`src/hw/rtl/ppmfd_pkg.sv`:
```
`timescale 1ns / 1ps

package ppmfd_pkg;

	localparam int TIME_W   = 32;
	localparam int SPAN_W   = 16;
	localparam int CHAN_W   = 12;
	localparam int OUT_CHANS = 6;
	localparam int CFG_W    = 16;
	localparam int CFG_AW   = 2;

	typedef enum logic [CFG_AW-1:0] {
		CFG_SYNC_THRESHOLD = 2'd0,
		CFG_PULSE_MIN      = 2'd1,
		CFG_PULSE_MAX      = 2'd2
	} cfg_reg_t;

	localparam logic [CFG_W-1:0] SYNC_THRESHOLD_RST = 16'd5000;
	localparam logic [CFG_W-1:0] PULSE_MIN_RST      = 16'd950;
	localparam logic [CFG_W-1:0] PULSE_MAX_RST      = 16'd2050;

	typedef logic [CHAN_W-1:0] chan_t;

endpackage

```
`src/hw/rtl/ppm_frame_decoder_unit.sv`:
```
`timescale 1ns / 1ps
// ppm frame decoder: decodes an rc ppm pulse train from edge timestamps
// input stream: one beat per rising edge, s_axis_tdata = microsecond timestamp
// output stream: one beat per input beat with the six stored channel widths
// in tdata (chan_0 lowest) and the sync_seen / slot_written flags in tuser
// config port: cfg_we/cfg_addr/cfg_wdata, write only while the block is idle
// (0 sync threshold, 1 pulse min, 2 pulse max); other indexes are ignored
// path from input beat to output beat: input register, then result register;
// throughput one beat per clock while the receiver does not stall, set by the
// single subtract/compare/store pass between the two registers
// the input register keeps taking beats while a result waits, so one extra
// beat is absorbed when the receiver stalls; s_axis_tready drops only when
// both the input register and the result register are full
// reset: timestamp base goes to zero, all channels to zero, registers to their
// defaults, and no slot is open until the first sync gap
// channels with index NUM_CHANNELS and above read as zero on the output
module ppm_frame_decoder_unit #(
	parameter int NUM_CHANNELS = 6
) (
	input  logic                              clk,
	input  logic                              arst_n,
	input  logic                              cfg_we,
	input  logic [ppmfd_pkg::CFG_AW-1:0]      cfg_addr,
	input  logic [ppmfd_pkg::CFG_W-1:0]       cfg_wdata,
	input  logic                              s_axis_tvalid,
	output logic                              s_axis_tready,
	input  logic [ppmfd_pkg::TIME_W-1:0]      s_axis_tdata,  // edge_time
	output logic                              m_axis_tvalid,
	input  logic                              m_axis_tready,
	// chan_0, chan_1, chan_2, chan_3, chan_4, chan_5
	output logic [ppmfd_pkg::OUT_CHANS*ppmfd_pkg::CHAN_W-1:0] m_axis_tdata,
	output logic [1:0]                        m_axis_tuser   // sync_seen, slot_written
);

	import ppmfd_pkg::*;

	localparam int SLOT_W = $clog2(NUM_CHANNELS + 1);
	localparam logic [SLOT_W-1:0] SLOT_MAX = SLOT_W'(NUM_CHANNELS);

	logic [CFG_W-1:0]  sync_threshold_q;
	logic [CFG_W-1:0]  pulse_min_q;
	logic [CFG_W-1:0]  pulse_max_q;

	logic [TIME_W-1:0] last_edge_q;
	logic [SLOT_W-1:0] slot_q;
	chan_t             store_q [NUM_CHANNELS];
	chan_t             store_d [NUM_CHANNELS];

	logic              valid_s1;
	logic [TIME_W-1:0] edge_s1;

	logic              out_valid_q;
	chan_t             out_chan_q [OUT_CHANS];
	chan_t             out_chan_d [OUT_CHANS];
	logic              out_sync_q;
	logic              out_wrote_q;

	logic              advance;
	logic              fire;
	logic [TIME_W-1:0] span32;
	logic [SPAN_W-1:0] span16;
	chan_t             val12;
	logic              is_sync;
	logic              slot_open;
	logic              in_range;
	logic              wr;
	logic [SLOT_W-1:0] slot_d;

	assign advance       = !out_valid_q || m_axis_tready;
	assign fire          = valid_s1 && advance;
	assign s_axis_tready = !valid_s1 || advance;

	// config registers
	always_ff @(posedge clk or negedge arst_n) begin
		if (!arst_n) begin
			sync_threshold_q <= SYNC_THRESHOLD_RST;
			pulse_min_q      <= PULSE_MIN_RST;
			pulse_max_q      <= PULSE_MAX_RST;
		end else if (cfg_we) begin
			case (cfg_addr)
				CFG_SYNC_THRESHOLD: sync_threshold_q <= cfg_wdata;
				CFG_PULSE_MIN:      pulse_min_q      <= cfg_wdata;
				CFG_PULSE_MAX:      pulse_max_q      <= cfg_wdata;
				default: ;
			endcase
		end
	end

	// input register
	always_ff @(posedge clk or negedge arst_n) begin
		if (!arst_n) begin
			valid_s1 <= 1'b0;
		end else if (s_axis_tready) begin
			valid_s1 <= s_axis_tvalid;
		end
	end

	always_ff @(posedge clk) begin
		if (s_axis_tvalid && s_axis_tready) begin
			edge_s1 <= s_axis_tdata;
		end
	end

	// interval, classification and slot update
	always_comb begin
		span32    = edge_s1 - last_edge_q;
		span16    = (|span32[TIME_W-1:SPAN_W]) ? {SPAN_W{1'b1}} : span32[SPAN_W-1:0];
		val12     = (|span16[SPAN_W-1:CHAN_W]) ? {CHAN_W{1'b1}} : span16[CHAN_W-1:0];
		is_sync   = span16 > sync_threshold_q;
		slot_open = slot_q < SLOT_MAX;
		in_range  = (span16 > pulse_min_q) && (span16 <= pulse_max_q);
		wr        = !is_sync && slot_open && in_range;
		if (is_sync) begin
			slot_d = '0;
		end else if (slot_open) begin
			slot_d = SLOT_W'(slot_q + 1'b1);
		end else begin
			slot_d = slot_q;
		end
	end

	for (genvar k = 0; k < NUM_CHANNELS; k++) begin : g_store
		assign store_d[k] = (wr && (slot_q == SLOT_W'(k))) ? val12 : store_q[k];

		always_ff @(posedge clk or negedge arst_n) begin
			if (!arst_n) begin
				store_q[k] <= '0;
			end else if (fire) begin
				store_q[k] <= store_d[k];
			end
		end
	end

	for (genvar j = 0; j < OUT_CHANS; j++) begin : g_out
		if (j < NUM_CHANNELS) begin : g_live
			assign out_chan_d[j] = store_d[j];
		end else begin : g_zero
			assign out_chan_d[j] = '0;
		end
		assign m_axis_tdata[j*CHAN_W +: CHAN_W] = out_chan_q[j];
	end

	always_ff @(posedge clk or negedge arst_n) begin
		if (!arst_n) begin
			last_edge_q <= '0;
			slot_q      <= SLOT_MAX;
		end else if (fire) begin
			last_edge_q <= edge_s1;
			slot_q      <= slot_d;
		end
	end

	// result register
	always_ff @(posedge clk or negedge arst_n) begin
		if (!arst_n) begin
			out_valid_q <= 1'b0;
		end else if (advance) begin
			out_valid_q <= valid_s1;
		end
	end

	always_ff @(posedge clk) begin
		if (fire) begin
			out_chan_q  <= out_chan_d;
			out_sync_q  <= is_sync;
			out_wrote_q <= wr;
		end
	end

	assign m_axis_tvalid = out_valid_q;
	assign m_axis_tuser  = {out_wrote_q, out_sync_q};

	a_slot_bound: assert property (@(posedge clk) disable iff (!arst_n)
		slot_q <= SLOT_MAX)
		else $error("slot counter beyond channel count");

	a_flags_exclusive: assert property (@(posedge clk) disable iff (!arst_n)
		m_axis_tvalid |-> !(m_axis_tuser[0] && m_axis_tuser[1]))
		else $error("sync beat also marked as slot write");

	a_stall_only_when_full: assert property (@(posedge clk) disable iff (!arst_n)
		!s_axis_tready |-> (valid_s1 && m_axis_tvalid && !m_axis_tready))
		else $error("input stalled with room in the pipeline");

	a_sync_restarts_frame: assert property (@(posedge clk) disable iff (!arst_n)
		(fire && is_sync) |=> (slot_q == '0))
		else $error("slot counter not cleared after sync gap");

endmodule

```
`config.mk`:
```
export PLATFORM = sky130hd
export DESIGN_NAME = ppm_frame_decoder_unit
export DESIGN_NICKNAME = d
export VERILOG_FILES = /design/src/hw/rtl/ppmfd_pkg.sv /design/src/hw/rtl/ppm_frame_decoder_unit.sv
export SDC_FILE = /design/constraint.sdc
export NUM_CORES = 1
export LEC_CHECK = 0
export ABC_CLOCK_PERIOD_IN_PS = 6100
export BUFFER_PORTS_ARGS = -buffer_cell sky130_fd_sc_hd__buf_2
export CAP_MARGIN = 20
export CELL_PAD_IN_SITES_DETAIL_PLACEMENT = 0
export CELL_PAD_IN_SITES_GLOBAL_PLACEMENT = 2
export CORE_MARGIN = 8
export CORE_UTILIZATION = 36
export DETAILED_ROUTE_END_ITERATION = 8
export GPL_TIMING_DRIVEN = 0
export PLACE_DENSITY_LB_ADDON = 0.3
export SLEW_MARGIN = 40
export SYNTH_ARGS = -nofsm -noshare
export SYNTH_HDL_FRONTEND = slang
export SYNTH_SLANG_ARGS = --single-unit
export TNS_END_PERCENT = 30
```
`constraint.sdc`:
```
create_clock -name clk -period 6.1 [get_ports clk]
set_input_delay 0.61 -clock clk [delete_from_list [all_inputs] [get_ports clk]]
set_output_delay 0.61 -clock clk [all_outputs]
set_load 0.05 [all_outputs]
```
==> summary.md, run 1 <==
| Metric | Value |
|---|---|
| Status | `finished, violations left` |
| Failing checks | `negative setup slack` |
| Post-Route WL | `37.1 mm` |
| Critical path origin | `edge_s1[0]$_DFFE_PP_` |
| Hold Fails Final Rpt | `0` |
| Syn. warnings | `0` |
| CTS tree | `yes` |
| CP Capture Type | `flip-flop` |
| Final WS setup | `-0.436 ns` |
| Final slew viol count | `0` |
| Syn_nets | `1312` |
| Total Die Area | `0.0445 mm²` |
| Primary FF master, synth | `dfrtp_1` |
| Core ar. | `0.0376 mm²` |
| Number of global-route vias before repair | `10231` |
| Area grow syn2layout | `29.3%` |
| Critical path launch point type | `flip-flop` |
| Clock buffer depth | `3` |
| First-pass GRT wire length | `58.6 mm` |
| Via Count | `9678` |
| Number of synthesized flops with an enable pin | `106` |
| Pin count of the biggest net entering global routing | `55` |
| Synthesized flop and latch total | `263` |
| Overflow after GRT | `0` |
| Cell variety after synth | `70` |
| WL met1 | `17.8 mm` |
| Initial antenna violation count | `1` |
| Final Setup Violations | `144` |
| Worst hold path startpoint | `s_axis_tdata[5]` |
| Syn Area/Cell | `11.7 µm²` |
| Synth Cell Area | `0.0137 mm²` |
| WP data arrival | `7.00 ns` |
| Async set-reset flop share out of synthesis | `59.7%` |
| Hold WS | `0.206 ns` |
| Vias per cell | `5.02` |
| Drt drc | `0` |
| Non-Filler Instances | `1928` |
| Inst Count DP | `1821` |
| Cell Rows | `71` |
| CTS Buf Count | `30` |
| Post-route ant nets | `0` |
| DRT Pass-1 Iters | `5` |
| DP Area | `0.0151 mm²` |
| Seq/Total Area, Yosys | `52.1%` |
| Placer Congestion | `0.832` |
| Most Frequent Cell on Critical Path | `buf_6` |
| Least-Margin Pin Slew | `0.758 ns` |
| Final TNS setup | `-46.36 ns` |
| CTS clk-pin slew, worst paths | `0.06 ns` |
| Worst path max stage delay | `0.42 ns` |
| Share of layout cells above drive strength 1 | `37.6%` |
| Period Utilization, post-route | `107%` |
| Core Util, Final | `47.1%` |
| Max cap viols | `0` |
| Routed met2 length | `17.3 mm` |
| Fillers | `3479` |
| Initial Utilization | `36.4%` |
| Post-DP HPWL | `26.0 mm` |
| Slowest cell on the critical path | `edfxtp_1` |
| Worst vdd ir | `0.211 mV` |
| Initial DRC Count | `482` |
| Crit path required time | `6.57 ns` |
| Die height | `211 µm` |
| Die width | `211 µm` |
| CP Max Fanout | `5` |
| WL/cell | `19.3 µm` |
| H-tree depth | `1` |
| Max_slew headroom | `49.3%` |
| Root Driver | `clkbuf_16` |
| Post-synth top area share | `25.8%` |
| Top post-synthesis cells by area | `dfrtp_1 26%, edfxtp_1 23%, mux2_2 15%` |
| Clk_skew | `0.0203 ns` |
| RSZ-0062 raised after global routing | `true` |
| WL met3 | `1.24 mm` |
| Fmax | `153 MHz` |
| Type of the most critical hold path | `primary input to flip-flop` |
| Clk_lat worst skew | `0.59 ns` |
| Worst r2r src | `edge_s1[0]$_DFFE_PP_` |
| Dominant cell type by area after synthesis | `dfrtp_1` |
| Total track usage | `16.5%` |
| Layout Nets | `1529` |
| TritonCTS Sinks | `263` |
| Buffers added on ports | `130` |
| Synthesized instance count | `1175` |
| Cell area after layout | `0.0177 mm²` |
| Top sig layer | `met4` |
| Leakage | `7.67 nW` |
| P per Cell Area | `335 mW/mm²` |
| CP Class | `flip-flop to flip-flop` |
| Final min period | `6.54 ns` |
| Ports | `131` |
==> final timing paths <==
check / end / slack [ns] / depth (start not counted)
max: store_q[25]$_DFFE_PN0P_ / -0.44 / 30
min: edge_s1[5]$_DFFE_PP_ / 0.21 / 1
max reg2reg: store_q[25]$_DFFE_PN0P_ / -0.44 / 30
min reg2reg: last_edge_q[23]$_DFFE_PN0P_ / 0.48 / 2
max in group asynchronous: slot_q[2]$_DFFE_PN1P_ / 4.84 / 3
min in group asynchronous: store_q[57]$_DFFE_PN0P_ / 0.54 / 2
==> sequential cells by signal (all words and copies together), names as in the netlist, 3 cells and up <==
name / flops
m_axis_tdata: 72
slot_q: 3
sync_threshold_q: 16
pulse_max_q: 16
store_q: 72
last_edge_q: 32
edge_s1: 32
pulse_min_q: 16
==> through the flow <==
step	total power, W	worst slack (ns)
6_report	0.00594	-0.436
2_1_floorplan	0.00348	0.0165
3_5_place_dp	0.00392	-1.80
4_1_cts	0.00596	-0.501
3_3_place_gp	0.00389	-1.74
5_1_grt	0.00627	-0.730
==> synthesized netlist by cell type, types with 3 or more instances <==
master	count
a21o_1	17
clkbuf_1	35
a21oi_1	54
a221o_1	4
dfstp_2	16
buf_2	12
o2111ai_1	3
dfrtp_1	141
a2111oi_0	5
nor3b_1	5
nand3_1	12
or2_2	4
a211o_1	4
nand2b_1	8
nor2b_1	4
mux2i_1	4
nand3b_1	6
buf_4	5
o211ai_1	7
nor3_1	11
nor3_2	5
ha_1	81
edfxtp_1	106
and2_1	6
inv_1	93
xnor2_1	11
xor2_1	11
o21bai_1	3
and4_1	4
nor2_1	31
nor4_2	3
nand4_1	16
a211oi_1	5
nor4_1	6
o21a_1	4
nor4_4	3
and3_1	5
a31oi_1	3
o221ai_1	3
o21ai_0	80
nand2_1	125
mux2_2	177
==> area by class of cell <==
cell class	instances	area, µm²	area share [%]
Antenna cell	1	2.50	0.0141
Buffer	49	350	1.98
Clock buffer	36	783	4.42
Clock inverter	20	171	0.968
Inverter	94	353	1.99
Multi-Input combinational cell	762	6940	39.2
Sequential cell	263	7130	40.3
Tap cell	511	639	3.61
Timing Repair Buffer	192	1330	7.52
==> metal layers <==
layer	GRT usage, %	vias up
met3	2.77	44
met5	0	-
li1	-	4652
met2	27.0	169
met4	3.74	0
met1	22.8	4813
==> placed cells by master (no fill, tap or decap), drive strengths merged, types with 6 or more instances in the layout <==
| cell | n |
|---|---|
| buf | 211 |
| mux2 | 178 |
| dfrtp | 141 |
| nand2 | 125 |
| edfxtp | 106 |
| inv | 94 |
| o21ai | 82 |
| ha | 81 |
| clkbuf | 65 |
| a21oi | 54 |
| nor2 | 32 |
| a21o | 17 |
| nand4 | 16 |
| dfstp | 16 |
| nor3 | 16 |
| clkinv | 16 |
| nand3 | 12 |
| nor4 | 12 |
| xnor2 | 11 |
| xor2 | 11 |
| nand2b | 8 |
| o211ai | 7 |
| nand3b | 6 |
| and2 | 6 |
| nor3b | 6 |
==> timing repair <==
item	CTS	global route
gates resized for setup	223	61
gates cloned	10	0
pin swaps	40	28
setup endpoints to repair	149	149
hold buffers	1	0
setup buffers	39	7
hold endpoints to repair	46	0
==> report_power, final <==
group	switching (W)	internal, W	total, W
Combinational	0.00109	0.000785	0.00187
Sequential	0.000131	0.00219	0.00232
Clock	0.000741	0.000999	0.00174
==> cell families (layout without fill, tap and decap cells) <==
group                      after synthesis  in the layout  synth area share [%]
DFF                                    263            263                  52.1
muxes                                  182            182                  14.9
xor gates and xnor gates                22             22                  1.41
AOI/OAI and AO/OA                      212            212                  9.52
buffers and inverters                  150            391                  4.47
adders and majority gates               82             82                  7.55
and+or+nand+nor                        264            264                  10.0
other                                    0              1                     0
==> critical path: cells and delay by family (launching register included) <==
kind                       cells  cell delay, ns
AOI/OAI and AO/OA              8            1.74
adders and majority gates      3            0.66
buffers and inverters          8            1.15
DFF                            1            0.42
muxes                          2            0.46
and+or+nand+nor                9            1.97
Power figures use the tool's default switching activity.
==> run 2: changes to the inputs <==
Settings changed: SKIP_CTS_REPAIR_TIMING set to 1.
==> summary.md, run 2 (synthesis results as in run 1) <==
| Metric | Value |
|---|---|
| Status | `finished, violations left (unchanged)` |
| Failing checks | `negative setup slack (unchanged)` |
| Final TNS setup | `-59.23 ns (was -46.36 ns)` |
| Crit path required time | `6.42 ns (was 6.57 ns)` |
| Reg2Reg Depth | `29 (was 30)` |
| Share of layout cells above drive strength 1 | `35.5% (was 37.6%)` |
| Non-Filler Instances | `1902 (was 1928)` |
| Via Count | `9469 (was 9678)` |
| Register Area | `0.00713 mm² (unchanged)` |
| Int Pwr | `0.00392 W (was 0.00398 W)` |
| Type of the most critical hold path | `primary input to flip-flop (unchanged)` |
| Leakage | `7.46 nW (was 7.67 nW)` |
| Worst hold path startpoint | `s_axis_tdata[10] (was s_axis_tdata[5])` |
| R2R Path End | `m_axis_tdata[42]$_DFFE_PP_ (was store_q[25]$_DFFE_PN0P_)` |
| Total Die Area | `0.0445 mm² (unchanged)` |
| Period Utilization, post-route | `108% (was 107%)` |
| Max cap viols | `0 (unchanged)` |
| Area of the multi-input gates | `0.00677 mm² (was 0.00694 mm²)` |
| H-tree depth | `1 (unchanged)` |
| CP Max Fanout | `5 (unchanged)` |
| CP Capture Type | `flip-flop (unchanged)` |
| Endpoint, Worst Hold | `edge_s1[10]$_DFFE_PP_ (was edge_s1[5]$_DFFE_PP_)` |
| Critical path launch point type | `flip-flop (unchanged)` |
| Root Driver | `clkbuf_16 (unchanged)` |
| Least-Margin Pin Slew | `0.795 ns (was 0.758 ns)` |
| Final min period | `6.62 ns (was 6.54 ns)` |
| Placer Congestion | `0.832 (unchanged)` |
| Final slew viol count | `0 (unchanged)` |
| Final Setup Violations | `144 (unchanged)` |
| Final Total Pwr | `0.00585 W (was 0.00594 W)` |
| FF-to-FF setup slack | `-0.52 ns (was -0.44 ns)` |
| Buffers added on ports | `130 (unchanged)` |
| Hold Fails Final Rpt | `0 (unchanged)` |
| Switch Pwr | `0.00193 W (was 0.00196 W)` |
| Clk_skew | `0.0186 ns (was 0.0203 ns)` |
| Post-Route WL | `35.6 mm (was 37.1 mm)` |
| Inst Count DP | `1821 (unchanged)` |
| Post-route ant nets | `0 (unchanged)` |
| P per Cell Area | `339 mW/mm² (was 335 mW/mm²)` |
| Fillers | `3511 (was 3479)` |
| Die width | `211 µm (unchanged)` |
| Initial Utilization | `36.4% (unchanged)` |
| Most frequent cells in the layout | `141 x dfrtp_1, 132 x buf_2, 120 x nand2_1 (was 141 x dfrtp_1, 131 x buf_2, 122 x mux2_4)` |
| Overflow after GRT | `0 (unchanged)` |
| Core ar. | `0.0376 mm² (unchanged)` |
| Worst vdd ir | `0.212 mV (was 0.211 mV)` |
| Layout Nets | `1503 (was 1529)` |
| CTS clk-pin slew, worst paths | `0.06 ns (about the same)` |
| Clk pwr share | `29.7% (was 29.3%)` |
| Area grow syn2layout | `26.1% (was 29.3%)` |
| Drt drc | `0 (unchanged)` |
| RSZ-0062 raised after global routing | `true (unchanged)` |
| Worst hold path cell count | `1 (unchanged)` |
| Max_slew headroom | `46.6% (was 49.3%)` |
| WL/cell | `18.7 µm (was 19.3 µm)` |
| Die height | `211 µm (unchanged)` |
| Comb pwr share | `30.7% (was 31.6%)` |
| Clock buffer depth | `3 (unchanged)` |
| CTS tree | `yes (unchanged)` |
| Post-DP HPWL | `26.0 mm (unchanged)` |
| Ports | `131 (unchanged)` |
| Vias per cell | `4.98 (was 5.02)` |
| First-pass GRT wire length | `54.8 mm (was 58.6 mm)` |
| CP Class | `flip-flop to flip-flop (unchanged)` |
| Final WS setup | `-0.516 ns (was -0.436 ns)` |
| DRT Pass-1 Iters | `4 (was 5)` |
| Initial antenna violation count | `1 (unchanged)` |
| TritonCTS Sinks | `263 (unchanged)` |
| WP data arrival | `6.94 ns (was 7.00 ns)` |
| Initial DRC Count | `433 (was 482)` |
| Hold WS | `0.205 ns (was 0.206 ns)` |
| Net Sw Frac | `33.0% (about the same)` |
| Cell Rows | `71 (unchanged)` |
| Fmax | `151 MHz (was 153 MHz)` |
| Clk_lat worst skew | `0.59 ns (about the same)` |
| Worst r2r src | `edge_s1[0]$_DFFE_PP_ (unchanged)` |
| CTS Buf Count | `30 (unchanged)` |
| Total track usage | `15.4% (was 16.5%)` |
| Pin count of the biggest net entering global routing | `55 (unchanged)` |
| Slowest cell on the critical path | `fa_2 (was edfxtp_1)` |
| Flop pwr share | `39.6% (was 39.1%)` |
| Dpl ws | `-1.80 ns (unchanged)` |
| Most common cell after layout, fill and taps aside | `dfrtp_1 (unchanged)` |
| Worst path max stage delay | `0.39 ns (was 0.42 ns)` |
| Number of global-route vias before repair | `9798 (was 10231)` |
## run 2: power by group through the flow
stage / logic [W] / registers [W] / clock network, W
after floorplan: 0.000909 / 0.00258 / 0
after global placement: 0.00154 / 0.00234 / 0
after detailed placement: 0.00157 / 0.00235 / 0
after CTS: 0.00158 / 0.00231 / 0.00180
after global routing: 0.00197 / 0.00235 / 0.00187
final: 0.00180 / 0.00232 / 0.00174
## run 2: worst max-delay path by stage
stage	start	to	depth (start not counted)
2_1_floorplan	last_edge_q[0]$_DFFE_PN0P_	m_axis_tdata[37]$_DFFE_PP_	26
3_3_place_gp	edge_s1[19]$_DFFE_PP_	m_axis_tdata[68]$_DFFE_PP_	25
3_5_place_dp	edge_s1[0]$_DFFE_PP_	m_axis_tdata[68]$_DFFE_PP_	26
4_1_cts	edge_s1[0]$_DFFE_PP_	m_axis_tdata[68]$_DFFE_PP_	26
5_1_grt	edge_s1[15]$_DFFE_PP_	store_q[44]$_DFFE_PN0P_	25
6_report	edge_s1[0]$_DFFE_PP_	m_axis_tdata[42]$_DFFE_PP_	29
## run 2: worst max-delay path, delay by kind of cell (launching register included)
family,cells,cell delay (ns)
AOI/OAI and AO/OA,12,2.51
buffers and inverters,6,0.94
DFF,1,0.37
muxes,2,0.51
xor gates and xnor gates,1,0.29
and+or+nand+nor,5,0.98
adders and majority gates,3,0.76
## run 2: routing by layer
metal  global-route usage [%]  share of wire, %
met1                     20.9                47
met2                     25.6                47
met3                     2.42               3.5
met4                     3.55               2.0
met5                        0                 0
## run 2: metrics by stage
step / utilization (%) / instance area (µm²)
2_1_floorplan: - / 13700
3_3_place_gp: 39.9 / 15000
3_5_place_dp: 40.3 / 15100
4_1_cts: 42.8 / 16100
5_1_grt: 46.0 / 17300
6_report: 46.0 / 17300
## run 2: layout make-up
class,instances,area share (%)
Antenna cell,1,0.0145
Clock buffer,36,4.54
Sequential cell,263,41.3
Timing Repair Buffer,166,6.30
Clock inverter,20,0.993
Inverter,94,2.04
Tap cell,511,3.70
Multi-Input combinational cell,762,39.2
Buffer,49,1.93
